`src/sv/four_neighbor_glitch_filter_defines.svh`:
```
`ifndef FOUR_NEIGHBOR_GLITCH_FILTER_DEFINES_SVH
`define FOUR_NEIGHBOR_GLITCH_FILTER_DEFINES_SVH

// checks sampled on clk_i and held off while rst_ni is low
`define FNGF_ASSERT_NOW(lbl, ante, cons, msg) \
  lbl: assert property (@(posedge clk_i) disable iff (!rst_ni) (ante) |-> (cons)) \
    else $error(msg);

`define FNGF_ASSERT_NEXT(lbl, ante, cons, msg) \
  lbl: assert property (@(posedge clk_i) disable iff (!rst_ni) (ante) |=> (cons)) \
    else $error(msg);

`endif

```
`src/sv/fngf_pkg.sv`:
```
package fngf_pkg;

  localparam int unsigned MAX_WIDTH_DEF  = 63;
  localparam int unsigned PIXEL_BITS_DEF = 8;

  localparam int unsigned WIDTH_BITS  = 6;
  localparam int unsigned HEIGHT_BITS = 10;
  localparam int unsigned THRESH_BITS = 8;

  localparam int unsigned APB_ADDR_BITS = 4;
  localparam int unsigned APB_DATA_BITS = 32;

  localparam logic [WIDTH_BITS-1:0]  WIDTH_RST  = 6'd30;
  localparam logic [HEIGHT_BITS-1:0] HEIGHT_RST = 10'd20;
  localparam logic [THRESH_BITS-1:0] THRESH_RST = 8'd1;

  typedef enum logic [1:0] {
    REG_FRAME_WIDTH      = 2'd0,
    REG_FRAME_HEIGHT     = 2'd1,
    REG_GLITCH_THRESHOLD = 2'd2
  } reg_idx_e;

  // per-transaction classification made by the front end
  typedef struct packed {
    logic has_res;
    logic up;
    logic frame_end;
  } item_ctl_t;

  typedef struct packed {
    logic [WIDTH_BITS-1:0]  eff_width;
    logic [THRESH_BITS-1:0] thresh;
  } filt_cfg_t;

  typedef enum logic [1:0] {
    ST_IDLE,
    ST_READ,
    ST_CALC,
    ST_EMIT
  } back_state_e;

endpackage

```
`src/sv/fngf_if.sv`:
```
interface fngf_in_if #(
  parameter int unsigned PIXEL_BITS = fngf_pkg::PIXEL_BITS_DEF
) ();
  logic                  valid;
  logic                  ready;
  logic [PIXEL_BITS-1:0] pixel_in;

  modport source (output valid, output pixel_in, input ready);
  modport sink (input valid, input pixel_in, output ready);
endinterface

interface fngf_out_if #(
  parameter int unsigned PIXEL_BITS = fngf_pkg::PIXEL_BITS_DEF
) ();
  logic                  valid;
  logic                  ready;
  logic [PIXEL_BITS-1:0] pixel_out;
  logic                  frame_done;
  logic                  run_last;

  modport source (output valid, output pixel_out, output frame_done, output run_last,
                  input ready);
  modport sink (input valid, input pixel_out, input frame_done, input run_last,
                output ready);
endinterface

```
`src/sv/fngf_fifo.sv`:
```
module fngf_fifo #(
  parameter int unsigned DW = 16
) (
  input  logic          clk_i,
  input  logic          rst_ni,
  input  logic          push_i,
  input  logic [DW-1:0] data_i,
  output logic          full_o,
  input  logic          pop_i,
  output logic [DW-1:0] data_o,
  output logic          empty_o
);

  logic [DW-1:0] mem_q [2];
  logic          wr_ptr_q, wr_ptr_d;
  logic          rd_ptr_q, rd_ptr_d;
  logic [1:0]    cnt_q, cnt_d;

  assign full_o  = (cnt_q == 2'd2);
  assign empty_o = (cnt_q == 2'd0);
  assign data_o  = mem_q[rd_ptr_q];

  always_comb begin
    wr_ptr_d = push_i ? ~wr_ptr_q : wr_ptr_q;
    rd_ptr_d = pop_i ? ~rd_ptr_q : rd_ptr_q;
    cnt_d    = cnt_q + {1'b0, push_i} - {1'b0, pop_i};
  end

  always_ff @(posedge clk_i or negedge rst_ni) begin
    if (!rst_ni) begin
      wr_ptr_q <= 1'b0;
      rd_ptr_q <= 1'b0;
      cnt_q    <= 2'd0;
    end else begin
      wr_ptr_q <= wr_ptr_d;
      rd_ptr_q <= rd_ptr_d;
      cnt_q    <= cnt_d;
    end
  end

  always_ff @(posedge clk_i) begin
    if (push_i) begin
      mem_q[wr_ptr_q] <= data_i;
    end
  end

endmodule

```
`src/sv/fngf_front.sv`:
```
module fngf_front #(
  parameter int unsigned MAX_WIDTH  = fngf_pkg::MAX_WIDTH_DEF,
  parameter int unsigned PIXEL_BITS = fngf_pkg::PIXEL_BITS_DEF,
  localparam int unsigned CW        = $clog2(MAX_WIDTH)
) (
  input  logic                                clk_i,
  input  logic                                rst_ni,
  input  logic                                psel,
  input  logic                                penable,
  input  logic                                pwrite,
  input  logic [fngf_pkg::APB_ADDR_BITS-1:0]  paddr,
  input  logic [fngf_pkg::APB_DATA_BITS-1:0]  pwdata,
  output logic [fngf_pkg::APB_DATA_BITS-1:0]  prdata,
  output logic                                pready,
  fngf_in_if.sink                             in_i,
  input  logic                                q_full_i,
  output logic                                push_o,
  output logic [PIXEL_BITS-1:0]               pix_o,
  output logic [CW-1:0]                       col_o,
  output fngf_pkg::item_ctl_t                 ctl_o,
  output fngf_pkg::filt_cfg_t                 cfg_o
);

  import fngf_pkg::*;

  localparam logic [WIDTH_BITS-1:0] MAXW = WIDTH_BITS'(MAX_WIDTH);

  logic [WIDTH_BITS-1:0]  width_q;
  logic [HEIGHT_BITS-1:0] height_q;
  logic [THRESH_BITS-1:0] thresh_q;
  logic [CW-1:0]          col_q, col_d;
  logic [HEIGHT_BITS-1:0] row_q, row_d;

  logic [WIDTH_BITS-1:0]  eff_w;
  logic [HEIGHT_BITS-1:0] eff_h;
  logic                   last_col, last_row;
  logic                   cfg_wr, accept;
  reg_idx_e               reg_idx;

  assign pready  = 1'b1;
  assign cfg_wr  = psel & penable & pwrite;
  assign reg_idx = reg_idx_e'(paddr[APB_ADDR_BITS-1:2]);

  assign in_i.ready = ~q_full_i;
  assign accept     = in_i.valid & ~q_full_i;

  // clamp width to between 2 and what the line stores can hold, height to at least 2
  always_comb begin
    if (width_q < WIDTH_BITS'(2)) begin
      eff_w = WIDTH_BITS'(2);
    end else if (width_q > MAXW) begin
      eff_w = MAXW;
    end else begin
      eff_w = width_q;
    end
    eff_h = (height_q < HEIGHT_BITS'(2)) ? HEIGHT_BITS'(2) : height_q;
  end

  assign last_col = ((WIDTH_BITS + 1)'(col_q) + 1'b1) == {1'b0, eff_w};
  assign last_row = ({1'b0, row_q} + 1'b1) == {1'b0, eff_h};

  always_comb begin
    col_d = col_q;
    row_d = row_q;
    if (accept) begin
      if (last_col) begin
        col_d = '0;
        row_d = last_row ? '0 : row_q + HEIGHT_BITS'(1);
      end else begin
        col_d = col_q + CW'(1);
      end
    end
  end

  always_ff @(posedge clk_i or negedge rst_ni) begin
    if (!rst_ni) begin
      width_q  <= WIDTH_RST;
      height_q <= HEIGHT_RST;
      thresh_q <= THRESH_RST;
      col_q    <= '0;
      row_q    <= '0;
    end else if (cfg_wr) begin
      // a geometry write restarts the frame
      unique case (reg_idx)
        REG_FRAME_WIDTH: begin
          width_q <= pwdata[WIDTH_BITS-1:0];
          col_q   <= '0;
          row_q   <= '0;
        end
        REG_FRAME_HEIGHT: begin
          height_q <= pwdata[HEIGHT_BITS-1:0];
          col_q    <= '0;
          row_q    <= '0;
        end
        REG_GLITCH_THRESHOLD: begin
          thresh_q <= pwdata[THRESH_BITS-1:0];
        end
        default: begin
        end
      endcase
    end else begin
      col_q <= col_d;
      row_q <= row_d;
    end
  end

  always_comb begin
    unique case (reg_idx)
      REG_FRAME_WIDTH:      prdata = APB_DATA_BITS'(width_q);
      REG_FRAME_HEIGHT:     prdata = APB_DATA_BITS'(height_q);
      REG_GLITCH_THRESHOLD: prdata = APB_DATA_BITS'(thresh_q);
      default:              prdata = '0;
    endcase
  end

  assign push_o          = accept;
  assign pix_o           = in_i.pixel_in;
  assign col_o           = col_q;
  assign ctl_o.has_res   = (row_q != '0);
  assign ctl_o.up        = (row_q > HEIGHT_BITS'(1));
  assign ctl_o.frame_end = last_col & last_row;
  assign cfg_o.eff_width = eff_w;
  assign cfg_o.thresh    = thresh_q;

endmodule

```
`src/sv/fngf_back.sv`:
```
`include "four_neighbor_glitch_filter_defines.svh"

module fngf_back #(
  parameter int unsigned MAX_WIDTH  = fngf_pkg::MAX_WIDTH_DEF,
  parameter int unsigned PIXEL_BITS = fngf_pkg::PIXEL_BITS_DEF,
  localparam int unsigned CW        = $clog2(MAX_WIDTH)
) (
  input  logic                  clk_i,
  input  logic                  rst_ni,
  input  logic                  q_empty_i,
  output logic                  pop_o,
  input  logic [PIXEL_BITS-1:0] pix_i,
  input  logic [CW-1:0]         col_i,
  input  fngf_pkg::item_ctl_t   ctl_i,
  input  fngf_pkg::filt_cfg_t   cfg_i,
  fngf_out_if.source            out_o
);

  import fngf_pkg::*;

  localparam int unsigned SW   = PIXEL_BITS + 2;
  localparam int unsigned CMPW = (PIXEL_BITS > THRESH_BITS) ? PIXEL_BITS : THRESH_BITS;
  localparam logic [SW-1:0] RECIP3 = SW'((1 << SW) / 3);

  function automatic logic far(input logic [PIXEL_BITS-1:0]  a,
                               input logic [PIXEL_BITS-1:0]  b,
                               input logic [THRESH_BITS-1:0] t);
    logic [PIXEL_BITS-1:0] d;
    d = (a > b) ? a - b : b - a;
    return CMPW'(d) > CMPW'(t);
  endfunction

  // raw row r-1 ahead of the column, raw row r behind it
  logic [PIXEL_BITS-1:0] raw_mem [MAX_WIDTH];
  // filtered row r-2 ahead of the column, filtered row r-1 behind it
  logic [PIXEL_BITS-1:0] filt_mem [MAX_WIDTH];

  back_state_e           state_q, state_d;
  logic                  flush_q;
  logic                  out_valid_q;
  logic [PIXEL_BITS-1:0] pix_q;
  logic [CW-1:0]         col_q;
  item_ctl_t             ctl_q;
  logic [PIXEL_BITS-1:0] left_q;
  logic [PIXEL_BITS-1:0] rd_c_q, rd_r_q, rd_a_q;
  logic [PIXEL_BITS-1:0] center_q;
  logic [SW-1:0]         sum_q;
  logic [2:0]            k_q;
  logic                  glitch_q;
  logic [PIXEL_BITS-1:0] out_pix_q;
  logic                  out_done_q, out_last_q;

  logic [WIDTH_BITS:0]   col_wide, eff_wide;
  logic                  last_now;
  logic [CW-1:0]         right_addr;
  logic                  has_left, has_right, has_up, has_down;
  logic                  glitch;
  logic [SW-1:0]         sum;
  logic [2:0]            kcnt;
  logic [SW-1:0]         x, q0, q3, rem, avg;
  logic [2*SW-1:0]       prod;
  logic [PIXEL_BITS-1:0] result;
  logic                  out_free, emit, advance;
  logic                  raw_we;
  logic [CW-1:0]         raw_waddr;
  logic [PIXEL_BITS-1:0] raw_wdata;

  assign col_wide   = (WIDTH_BITS + 1)'(col_q);
  assign eff_wide   = {1'b0, cfg_i.eff_width};
  assign last_now   = (col_wide + 1'b1) == eff_wide;
  assign right_addr = last_now ? col_q : col_q + CW'(1);

  // neighbor set: flush rows have no row below
  assign has_left  = (col_q != '0);
  assign has_right = ~last_now;
  assign has_up    = flush_q | ctl_q.up;
  assign has_down  = ~flush_q;

  assign glitch = (~has_left  | far(rd_c_q, left_q, cfg_i.thresh)) &
                  (~has_right | far(rd_c_q, rd_r_q, cfg_i.thresh)) &
                  (~has_up    | far(rd_c_q, rd_a_q, cfg_i.thresh)) &
                  (~has_down  | far(rd_c_q, pix_q, cfg_i.thresh));

  assign sum = (has_left  ? SW'(left_q) : '0) + (has_right ? SW'(rd_r_q) : '0) +
               (has_up    ? SW'(rd_a_q) : '0) + (has_down  ? SW'(pix_q)  : '0);
  assign kcnt = 3'(has_left) + 3'(has_right) + 3'(has_up) + 3'(has_down);

  // rounded average, divide by three through a reciprocal and one correction
  assign x    = sum_q + ((k_q == 3'd4) ? SW'(2) : SW'(1));
  assign prod = (2 * SW)'(x) * (2 * SW)'(RECIP3);
  assign q0   = prod[2*SW-1:SW];
  assign rem  = x - ((q0 << 1) + q0);
  assign q3   = (rem >= SW'(3)) ? q0 + SW'(1) : q0;

  always_comb begin
    unique case (k_q)
      3'd3:    avg = q3;
      3'd4:    avg = x >> 2;
      default: avg = x >> 1;
    endcase
  end

  assign result   = glitch_q ? avg[PIXEL_BITS-1:0] : center_q;
  assign out_free = ~out_valid_q | out_o.ready;

  always_comb begin
    state_d = state_q;
    pop_o   = 1'b0;
    emit    = 1'b0;
    unique case (state_q)
      ST_IDLE: begin
        if (!q_empty_i) begin
          pop_o = 1'b1;
          if (ctl_i.has_res) begin
            state_d = ST_READ;
          end
        end
      end
      ST_READ: state_d = ST_CALC;
      ST_CALC: state_d = ST_EMIT;
      ST_EMIT: begin
        if (out_free) begin
          emit = 1'b1;
          if (flush_q) begin
            state_d = last_now ? ST_IDLE : ST_READ;
          end else begin
            state_d = ctl_q.frame_end ? ST_READ : ST_IDLE;
          end
        end
      end
      default: state_d = ST_IDLE;
    endcase
  end

  // move to the next flush column, or into the flush of the last row
  assign advance = emit & (flush_q ? ~last_now : ctl_q.frame_end);

  always_comb begin
    raw_we    = 1'b0;
    raw_waddr = col_q;
    raw_wdata = pix_q;
    if (pop_o && !ctl_i.has_res) begin
      raw_we    = 1'b1;
      raw_waddr = col_i;
      raw_wdata = pix_i;
    end else if (emit && !flush_q) begin
      raw_we = 1'b1;
    end
  end

  always_ff @(posedge clk_i or negedge rst_ni) begin
    if (!rst_ni) begin
      state_q     <= ST_IDLE;
      flush_q     <= 1'b0;
      out_valid_q <= 1'b0;
    end else begin
      state_q <= state_d;
      if (emit) begin
        flush_q <= flush_q ? ~last_now : ctl_q.frame_end;
      end
      if (emit) begin
        out_valid_q <= 1'b1;
      end else if (out_o.ready) begin
        out_valid_q <= 1'b0;
      end
    end
  end

  always_ff @(posedge clk_i) begin
    if (pop_o) begin
      pix_q <= pix_i;
      col_q <= col_i;
      ctl_q <= ctl_i;
    end else if (advance) begin
      col_q <= flush_q ? col_q + CW'(1) : '0;
    end
    if (state_q == ST_CALC) begin
      center_q <= rd_c_q;
      sum_q    <= sum;
      k_q      <= kcnt;
      glitch_q <= glitch;
    end
    if (emit) begin
      left_q     <= result;
      out_pix_q  <= result;
      out_done_q <= flush_q & last_now;
      out_last_q <= flush_q ? last_now : ~ctl_q.frame_end;
    end
  end

  always_ff @(posedge clk_i) begin
    if (raw_we) begin
      raw_mem[raw_waddr] <= raw_wdata;
    end
    if (emit) begin
      filt_mem[col_q] <= result;
    end
    if (state_q == ST_READ) begin
      rd_c_q <= raw_mem[col_q];
      rd_r_q <= raw_mem[right_addr];
      rd_a_q <= filt_mem[col_q];
    end
  end

  assign out_o.valid      = out_valid_q;
  assign out_o.pixel_out  = out_pix_q;
  assign out_o.frame_done = out_done_q;
  assign out_o.run_last   = out_last_q;

  `FNGF_ASSERT_NOW(a_flush_col_in_frame, flush_q, col_wide < eff_wide, "flush column past width")
  `FNGF_ASSERT_NOW(a_done_is_last, out_o.valid && out_o.frame_done, out_o.run_last, "frame end not last")
  `FNGF_ASSERT_NOW(a_no_result_row0, emit && !flush_q, ctl_q.has_res, "result from first row")
  `FNGF_ASSERT_NEXT(a_flush_continues, emit && flush_q && !last_now, (state_q == ST_READ) && flush_q, "flush stopped early")

endmodule

```
`src/sv/four_neighbor_glitch_filter.sv`:
```
// Four-neighbor glitch filter for a raster-order pixel stream.
// in_i takes raw pixels, out_o gives filtered pixels in raster order; both are
// valid/ready channels. Registers (APB, byte addresses 0, 4, 8): frame width,
// frame height and glitch threshold; a geometry write restarts the frame.
// Output lags input by one row: row 0 transactions give no result, each later
// transaction gives the filtered pixel one row above it, and the last pixel of
// the frame also releases the whole last row, ending with frame_done.
// Sequencing: a first-row pixel needs only the queue pop of the back-end sequencer;
// any other pixel goes through queue pop, line store read, compare/sum and average,
// and each pixel of the last-row flush goes through all of these but the pop. The
// back end finishes one pixel before it pops the next. The line stores have one
// write port, so every result reads its column and then writes it back.
// A two-entry queue between front and back lets input keep flowing while a
// result waits; a stalled receiver holds the output register and, once the
// queue fills, in_i.ready drops. Reset restores the default geometry and
// counters; line stores are not cleared and are written before being read.
module four_neighbor_glitch_filter #(
  parameter int unsigned MAX_WIDTH  = fngf_pkg::MAX_WIDTH_DEF,
  parameter int unsigned PIXEL_BITS = fngf_pkg::PIXEL_BITS_DEF
) (
  input  logic                               clk_i,
  input  logic                               rst_ni,
  input  logic                               psel,
  input  logic                               penable,
  input  logic                               pwrite,
  input  logic [fngf_pkg::APB_ADDR_BITS-1:0] paddr,
  input  logic [fngf_pkg::APB_DATA_BITS-1:0] pwdata,
  output logic [fngf_pkg::APB_DATA_BITS-1:0] prdata,
  output logic                               pready,
  fngf_in_if.sink                            in_i,
  fngf_out_if.source                         out_o
);

  import fngf_pkg::*;

  localparam int unsigned CW = $clog2(MAX_WIDTH);
  localparam int unsigned DW = PIXEL_BITS + CW + $bits(item_ctl_t);

  logic                  q_full, q_empty, push, pop;
  logic [PIXEL_BITS-1:0] f_pix, b_pix;
  logic [CW-1:0]         f_col, b_col;
  item_ctl_t             f_ctl, b_ctl;
  filt_cfg_t             cfg;
  logic [DW-1:0]         q_din, q_dout;

  fngf_front #(
    .MAX_WIDTH  (MAX_WIDTH),
    .PIXEL_BITS (PIXEL_BITS)
  ) u_front (
    .clk_i    (clk_i),
    .rst_ni   (rst_ni),
    .psel     (psel),
    .penable  (penable),
    .pwrite   (pwrite),
    .paddr    (paddr),
    .pwdata   (pwdata),
    .prdata   (prdata),
    .pready   (pready),
    .in_i     (in_i),
    .q_full_i (q_full),
    .push_o   (push),
    .pix_o    (f_pix),
    .col_o    (f_col),
    .ctl_o    (f_ctl),
    .cfg_o    (cfg)
  );

  assign q_din = {f_pix, f_col, f_ctl};

  fngf_fifo #(
    .DW (DW)
  ) u_queue (
    .clk_i   (clk_i),
    .rst_ni  (rst_ni),
    .push_i  (push),
    .data_i  (q_din),
    .full_o  (q_full),
    .pop_i   (pop),
    .data_o  (q_dout),
    .empty_o (q_empty)
  );

  assign {b_pix, b_col, b_ctl} = q_dout;

  fngf_back #(
    .MAX_WIDTH  (MAX_WIDTH),
    .PIXEL_BITS (PIXEL_BITS)
  ) u_back (
    .clk_i     (clk_i),
    .rst_ni    (rst_ni),
    .q_empty_i (q_empty),
    .pop_o     (pop),
    .pix_i     (b_pix),
    .col_i     (b_col),
    .ctl_i     (b_ctl),
    .cfg_i     (cfg),
    .out_o     (out_o)
  );

endmodule

```
`src/flat_wrapper.sv`:
```
// flat-port wrapper written by rule: the top's interface ports become plain ports
module four_neighbor_glitch_filter_flat import fngf_pkg::*;
#(
  parameter int unsigned MAX_WIDTH  = fngf_pkg::MAX_WIDTH_DEF,
  parameter int unsigned PIXEL_BITS = fngf_pkg::PIXEL_BITS_DEF
)
  (clk_i, rst_ni, psel, penable, pwrite, paddr, pwdata, prdata, pready, in_i_valid, in_i_pixel_in, in_i_ready, out_o_valid, out_o_pixel_out, out_o_frame_done, out_o_run_last, out_o_ready);
  fngf_in_if #(.PIXEL_BITS(PIXEL_BITS)) in_i_i ();
  fngf_out_if #(.PIXEL_BITS(PIXEL_BITS)) out_o_i ();
  input  logic clk_i;
  input  logic rst_ni;
  input  logic psel;
  input  logic penable;
  input  logic pwrite;
  input  logic [fngf_pkg::APB_ADDR_BITS-1:0] paddr;
  input  logic [fngf_pkg::APB_DATA_BITS-1:0] pwdata;
  output logic [fngf_pkg::APB_DATA_BITS-1:0] prdata;
  output logic pready;
  input wire logic [$bits(in_i_i.valid)-1:0] in_i_valid;
  input wire logic [$bits(in_i_i.pixel_in)-1:0] in_i_pixel_in;
  output wire logic [$bits(in_i_i.ready)-1:0] in_i_ready;
  output wire logic [$bits(out_o_i.valid)-1:0] out_o_valid;
  output wire logic [$bits(out_o_i.pixel_out)-1:0] out_o_pixel_out;
  output wire logic [$bits(out_o_i.frame_done)-1:0] out_o_frame_done;
  output wire logic [$bits(out_o_i.run_last)-1:0] out_o_run_last;
  input wire logic [$bits(out_o_i.ready)-1:0] out_o_ready;
  assign in_i_i.valid = in_i_valid;
  assign in_i_i.pixel_in = in_i_pixel_in;
  assign in_i_ready = in_i_i.ready;
  assign out_o_valid = out_o_i.valid;
  assign out_o_pixel_out = out_o_i.pixel_out;
  assign out_o_frame_done = out_o_i.frame_done;
  assign out_o_run_last = out_o_i.run_last;
  assign out_o_i.ready = out_o_ready;
  four_neighbor_glitch_filter #(.MAX_WIDTH(MAX_WIDTH), .PIXEL_BITS(PIXEL_BITS)) u_core (.clk_i(clk_i), .rst_ni(rst_ni), .psel(psel), .penable(penable), .pwrite(pwrite), .paddr(paddr), .pwdata(pwdata), .prdata(prdata), .pready(pready), .in_i(in_i_i), .out_o(out_o_i));
endmodule
```
`config.mk`:
```
export PLATFORM = sky130hd
export DESIGN_NAME = four_neighbor_glitch_filter_flat
export DESIGN_NICKNAME = d
export VERILOG_FILES = /design/src/sv/fngf_pkg.sv /design/src/sv/fngf_if.sv /design/src/sv/fngf_fifo.sv /design/src/sv/fngf_front.sv /design/src/sv/fngf_back.sv /design/src/sv/four_neighbor_glitch_filter.sv /design/src/flat_wrapper.sv
export VERILOG_INCLUDE_DIRS = /design/src /design/src/sv
export SDC_FILE = /design/constraint.sdc
export NUM_CORES = 2
export LEC_CHECK = 0
export ABC_AREA = 0
export BUFFER_PORTS_ARGS = -buffer_cell sky130_fd_sc_hd__buf_4
export CAP_MARGIN = 20
export CORE_UTILIZATION = 30
export CTS_BUF_LIST = sky130_fd_sc_hd__clkbuf_4
export DETAILED_ROUTE_END_ITERATION = 7
export HOLD_SLACK_MARGIN = 0.12
export PLACE_DENSITY = 0.45
export SYNTH_ARGS = -nofsm -noshare
export SYNTH_HDL_FRONTEND = slang
export SYNTH_SLANG_ARGS = --single-unit
```
`constraint.sdc`:
```
create_clock -name clk_i -period 28 [get_ports clk_i]
set_input_delay 5.6 -clock clk_i [delete_from_list [all_inputs] [get_ports clk_i]]
set_output_delay 5.6 -clock clk_i [all_outputs]
set_load 0.05 [all_outputs]
```
== Word-level counts from Yosys, hierarchy flattened ==
Memory sizes are Yosys's and may differ from the RTL's. A register that Yosys moved wholly into a read port is not among the register bits.
Cells that the tools add are included.

* Input port bits: 51
* RAM bits: 1042
* Flip-flop bits (word level): 96
* Output and inout port bits: 45
* Memories kept: 3
* Word-level logic and storage cells: 178

{| class="wikitable"
|+ Memory list
! memory !! words !! width !! read ports !! clocked after Yosys merged registers in !! write ports !! RTL line !! RTL
|-
| u_core.u_back.filt_mem || 63 || 8 || 1 || 1 || 1 || fngf_back.sv:36 || <nowiki>logic [PIXEL_BITS-1:0] filt_mem [MAX_WIDTH];</nowiki>
|-
| u_core.u_back.raw_mem || 63 || 8 || 2 || 2 || 1 || fngf_back.sv:34 || <nowiki>logic [PIXEL_BITS-1:0] raw_mem [MAX_WIDTH];</nowiki>
|-
| u_core.u_queue.mem_q || 2 || 17 || 1 || 0 || 1 || fngf_fifo.sv:14 || <nowiki>logic [DW-1:0] mem_q [2];</nowiki>
|}

* Bitwise gates (word level): 24
* Magnitude comparators: 13
* Eq/ne operators: 15
* Multiplexer cells: 54
* $add $sub $neg: 26
* Multiply operators: 1
* Reductions and logical operators: 20

{| class="wikitable"
|+ Operators with widths
! operator !! count
|-
| $mux W8 || 11
|-
| $mux W6 || 11
|-
| $gt A8 B8 Y1 || 8
|-
| $sub A8 B8 Y8 || 8
|-
| $mux W10 || 6
|-
| $pmux W10 S3 || 1
|-
| $mul A10 B9 Y19 const B || 1
|-
| $mux W1 || 19
|-
| $pmux W8 S2 || 1
|-
| $add A6 B1 Y7 const B || 2
|-
| $eq A7 B6 Y1 || 2
|-
| $add A6 B1 Y6 const B || 2
|-
| $add A10 B1 Y11 const B || 1
|-
| $eq A11 B10 Y1 || 1
|-
| $add A10 B1 Y10 const B || 1
|-
| $add A10 B2 Y10 || 1
|-
| $add A10 B8 Y10 || 1
|-
| $add A10 B9 Y10 || 1
|-
| $add A9 B8 Y10 || 1
|-
| $ge A10 B2 Y1 const B || 1
|-
| $gt A10 B1 Y1 const B || 1
|-
| $lt A10 B2 Y1 const B || 1
|-
| $reduce_bool A10 Y1 || 1
|-
| $sub A10 B10 Y10 || 1
|-
| other kinds (28) || 69
|}

== Depth between registers and ports, before layout ==
* Depth after elaboration: 10
* Gate-level depth with buffers: 38
* Gate-level depth less buffers: 37

== Modules after synthesis ==
From an unflattened synthesis, not the netlist that was laid out.

* Cells, all modules: 4460
* Area, all modules: 56515.5 um^2

{| class="wikitable"
|+ Modules (own cells, without submodules)
! module !! sequential area each (um^2) !! cells each !! instances !! area an instance (um^2)
|-
| fngf_back || 32531.2 || 4087 || 1 || 52191.3
|-
| fngf_front || 1009.7 || 305 || 1 || 2850.2
|-
| fngf_fifo || 1121.1 || 68 || 1 || 1473.9
|}

== Worst setup path after synthesis ==
No wires, ideal clock.

* Path type: input port to output port
* From: input port paddr[3] (netlist bit)
* To: output port prdata[0] (netlist bit)
* Path buffers: 1
* Slack: 15.222 ns
* Required time: 22.400 ns
* Arrival: 7.178 ns
* Stages: 3
* Path through: buf_1 -> mux2i_1 -> o21ai_0

* Cells in the longest elaborated chain, start to end: 2
* Elaborated cells on any way between the ends: 4
* Those cells by class: eq/ne (2); mux (1); reduce/logical (1)

{| class="wikitable"
|+ Ends and longest elaborated chain
! element !! RTL line !! RTL
|-
| start, declared || flat_wrapper.sv:15 || <nowiki>input logic [fngf_pkg::APB_ADDR_BITS-1:0] paddr;</nowiki>
|-
| $eq A2 B2 Y1 (tied with other cells) || fngf_front.sv:108 || <nowiki>unique case (reg_idx)</nowiki>
|-
| $pmux W10 S3 (*) || fngf_front.sv:108 ||
|-
| end, declared || flat_wrapper.sv:17 || <nowiki>output logic [fngf_pkg::APB_DATA_BITS-1:0] prdata;</nowiki>
|}

Mark *: on every way between the ends. The rest lies on a longest branch, timed or not.

== Worst setup path in the final report ==
* From: input port paddr[3] (netlist bit)
* To: output port prdata[5] (netlist bit)

The elaborated chain is that of the path after synthesis.

==> impl_metrics.yaml <==
clocking:
  insertion_delay_ns: 1.35
  cts-buffers-inserted: 327
  cts-root-buf: "clkbuf_4"
  cts_tree: "built"
  post_cts_resized: 0
  max-clock-path-buffers: 4
  cts.sinks: 1162
  h-tree-depth: 5
  cts.clk_slew.worst_paths_ns: 0.06
  postCtsHoldBufs: 0
  post-cts-setup-buffer-count: 0
global_routing:
  grt_pass1_wl_um: 277000
  grt_pass1_vias: 38400
  grt.total_usage_pct: 20.6
  antenna_found_initial: 7
  grt.overflow.total: 0
  grt_max_degree: 143
floorplanning:
  core_sq_mm: 0.183
  io_pins: 96
  start_util_pct: 30.2
  die_h_um: 431
  die_w_um: 431
  die_area_sq_mm: 0.186
  rows: 157
yosys:
  synth_flop_cell: "edfxtp_1"
  yosys_warnings: 0
  synth_area_per_cell_sq_um: 13.2
  yosysUniqueCellTypes: 90
  syn_inst: 4199
  ys_ff_latch: 1162
  synth_area_sq_mm: 0.0553
  seq_area_frac_synth_pct: 62.7
  synth_edf_count: 1114
  synthArstFlopShare_pct: 4.13
sta:
  slew_headroom_pct: 22.0
  setup_viol: 0
  final.setup.tns_ns: 0
  slew_violations: 0
  finalClockSkew_ns: 0.102
  fmax_mhz: 81.1
  tightest_slew_ns: 1.17
  fin_crit_sh_pct: 44.0
  min_period_ns: 12.33
  rsz0062_at_grt: "false"
  hold_viol: 0
status:
  status: "finished with violations"
  failed_checks: "DRC"
place:
  placed_area_sq_mm: 0.0587
  place_congestion: 0.854
  hpwl_um: 119000
  io_buffers: 48
routing:
  ant_nets: 0
  drt-total-wl_um: 195000
  wire_per_inst_um: 27.4
  drt_iter0_markers: 3884
  vias: 38800
  drcViolationCount: 6
  vias_per_cell: 5.44
  firstDrtPassIters: 8
critical_path:
  critPathLaunchType: "input pin"
  end_kind: "primary output"
  required_ns: 22.40
  crit_fanout: 12
  crit_type: "input pin to primary output"
  arrival_ns: 6.73
layout:
  nNetsFinal: 4738
  final_area_sq_mm: 0.0626
  synthToLayoutAreaGrowth_pct: 13.3
  drive_above_1_share_pct: 16.9
flow_run:
  drv_cap: 0
worst_hold_path:
  worstHoldPathType: "register to register"
-- cell families (layout without fill, tap and decap cells) --
| family | count (synthesis) | after routing | synth area share (%) |
|---|---|---|---|
| flops | 1162 | 1162 | 62.7 |
| mux | 236 | 236 | 4.61 |
| buf+inv | 417 | 857 | 3.14 |
| simple gates | 970 | 970 | 7.83 |
| fa+ha+maj | 224 | 224 | 5.75 |
| xor+xnor | 89 | 89 | 1.48 |
| other cells | 2 | 32 | 0.0136 |
| compound gates | 1099 | 1099 | 14.5 |
-- cell type report --
cell class,count,area [sq um]
flip-flops and latches,1162,34700
diodes,9,22.5
inverters,162,611
multi-input cells,2641,19100
well taps,2464,3080
fillers,18200,120000
clock buffers,465,3490
clock inverters,61,298
repair buffers,169,1410
-- stage by stage --
| stage | utilization, % | setup slack, ns | instances | hold WS (ns) |
|---|---|---|---|---|
| floorplan | - | 15.22 | 4220 | 0.440 |
| global placement | 32.0 | 15.67 | 6581 | 0.476 |
| detailed placement | 32.1 | 15.67 | 6590 | 0.479 |
| finish | 34.2 | 15.67 | 7133 | 0.498 |
| CTS | 34.1 | 15.66 | 7116 | 0.492 |
| global route | 34.2 | 15.53 | 7131 | 0.529 |
-- worst max-delay path, cell delays in order --
cell     delay (ns)
buf_4          0.17
nor2b_1        0.49
nand2_1        0.10
o21ai_0        0.12
buf_4          0.24
-- state kept, by name, indices dropped and copies added (netlist names), 2 cells and up --
name,cells
u_core.u_back.center_q,8
u_core.u_back.col_q,6
u_core.u_back.ctl_q,2
u_core.u_back.filt_mem,504
u_core.u_back.k_q,3
u_core.u_back.out_o.pixel_out,8
u_core.u_back.pix_q,8
u_core.u_back.raw_mem,504
u_core.u_back.rd_a_q,8
u_core.u_back.rd_c_q,8
u_core.u_back.rd_r_q,8
u_core.u_back.state_q,2
u_core.u_back.sum_q,10
u_core.u_front.col_o,6
u_core.u_front.height_q,10
u_core.u_front.row_q,10
u_core.u_front.thresh_q,8
u_core.u_front.width_q,6
u_core.u_queue.cnt_q,2
u_core.u_queue.mem_q,34
-- path summary, 6_finish.rpt --
kind                                                      from                                 endpoint  slack [ns]  cells past startpoint
min in group asynchronous                               rst_ni     u_core.u_back.state_q[0]$_DFFE_PN0P_        4.31                      1
hold / removal             u_core.u_queue.wr_ptr_q$_DFFE_PN0P_      u_core.u_queue.wr_ptr_q$_DFFE_PN0P_        0.50                      1
max in group asynchronous                               rst_ni   u_core.u_front.height_q[5]$_DFFE_PN0P_       23.19                      1
setup reg to reg                u_core.u_back.k_q[0]$_DFFE_PN_  u_core.u_back.filt_mem[22][3]$_DFFE_PP_       17.94                     36
hold reg to reg            u_core.u_queue.wr_ptr_q$_DFFE_PN0P_      u_core.u_queue.wr_ptr_q$_DFFE_PN0P_        0.50                      1
setup / recovery                                      paddr[3]                                prdata[5]       15.67                      5
-- cells in the final DEF, fill, tap and decap left out, types with 41 or more instances in the layout --
| cell | count |
|---|---|
| a22oi_1 | 230 |
| nand3_1 | 100 |
| buf_4 | 152 |
| a21oi_1 | 136 |
| inv_1 | 158 |
| o21ai_0 | 92 |
| clkbuf_4 | 465 |
| nand4_1 | 50 |
| a221oi_1 | 105 |
| xnor2_1 | 54 |
| nor2_1 | 232 |
| a22o_1 | 103 |
| dfrtp_1 | 41 |
| fa_1 | 50 |
| mux2_2 | 74 |
| o22ai_1 | 42 |
| clkinv_1 | 48 |
| edfxtp_1 | 1114 |
| ha_1 | 174 |
| nand2_1 | 422 |
| a31oi_1 | 106 |
| mux2i_1 | 154 |
-- Yosys cell counts, types with 17 or more instances --
cell	number	area, sq um
a211oi_1	34	255
a21o_1	42	315
a21oi_1	137	686
a221oi_1	105	920
a22o_1	103	902
a22oi_1	230	1730
a31oi_1	106	663
a32oi_1	40	350
and3_1	25	156
buf_1	36	135
buf_2	43	215
buf_4	26	195
clkbuf_1	148	556
dfrtp_1	41	1030
edfxtp_1	1114	33500
fa_1	50	1000
ha_1	174	2180
inv_1	158	593
mux2_2	74	833
mux2i_1	154	1540
nand2_1	422	1580
nand2b_1	17	106
nand3_1	103	515
nand4_1	50	313
nor2_1	234	878
nor2b_1	24	150
nor3_1	28	140
nor4_1	20	125
o21a_1	17	128
o21ai_0	93	465
o221ai_1	30	263
o22ai_1	42	263
xnor2_1	55	482
xor2_1	30	263
-- metal layers --
layer	GRT usage [%]	routed length, um
met2	32.5	89200
met3	4.32	14400
met4	7.50	6210
met1	27.8	85400
met5	0	34
Power is not shown: default switching activity piles up to over one toggle a cycle in this logic, so the estimate is an artifact.
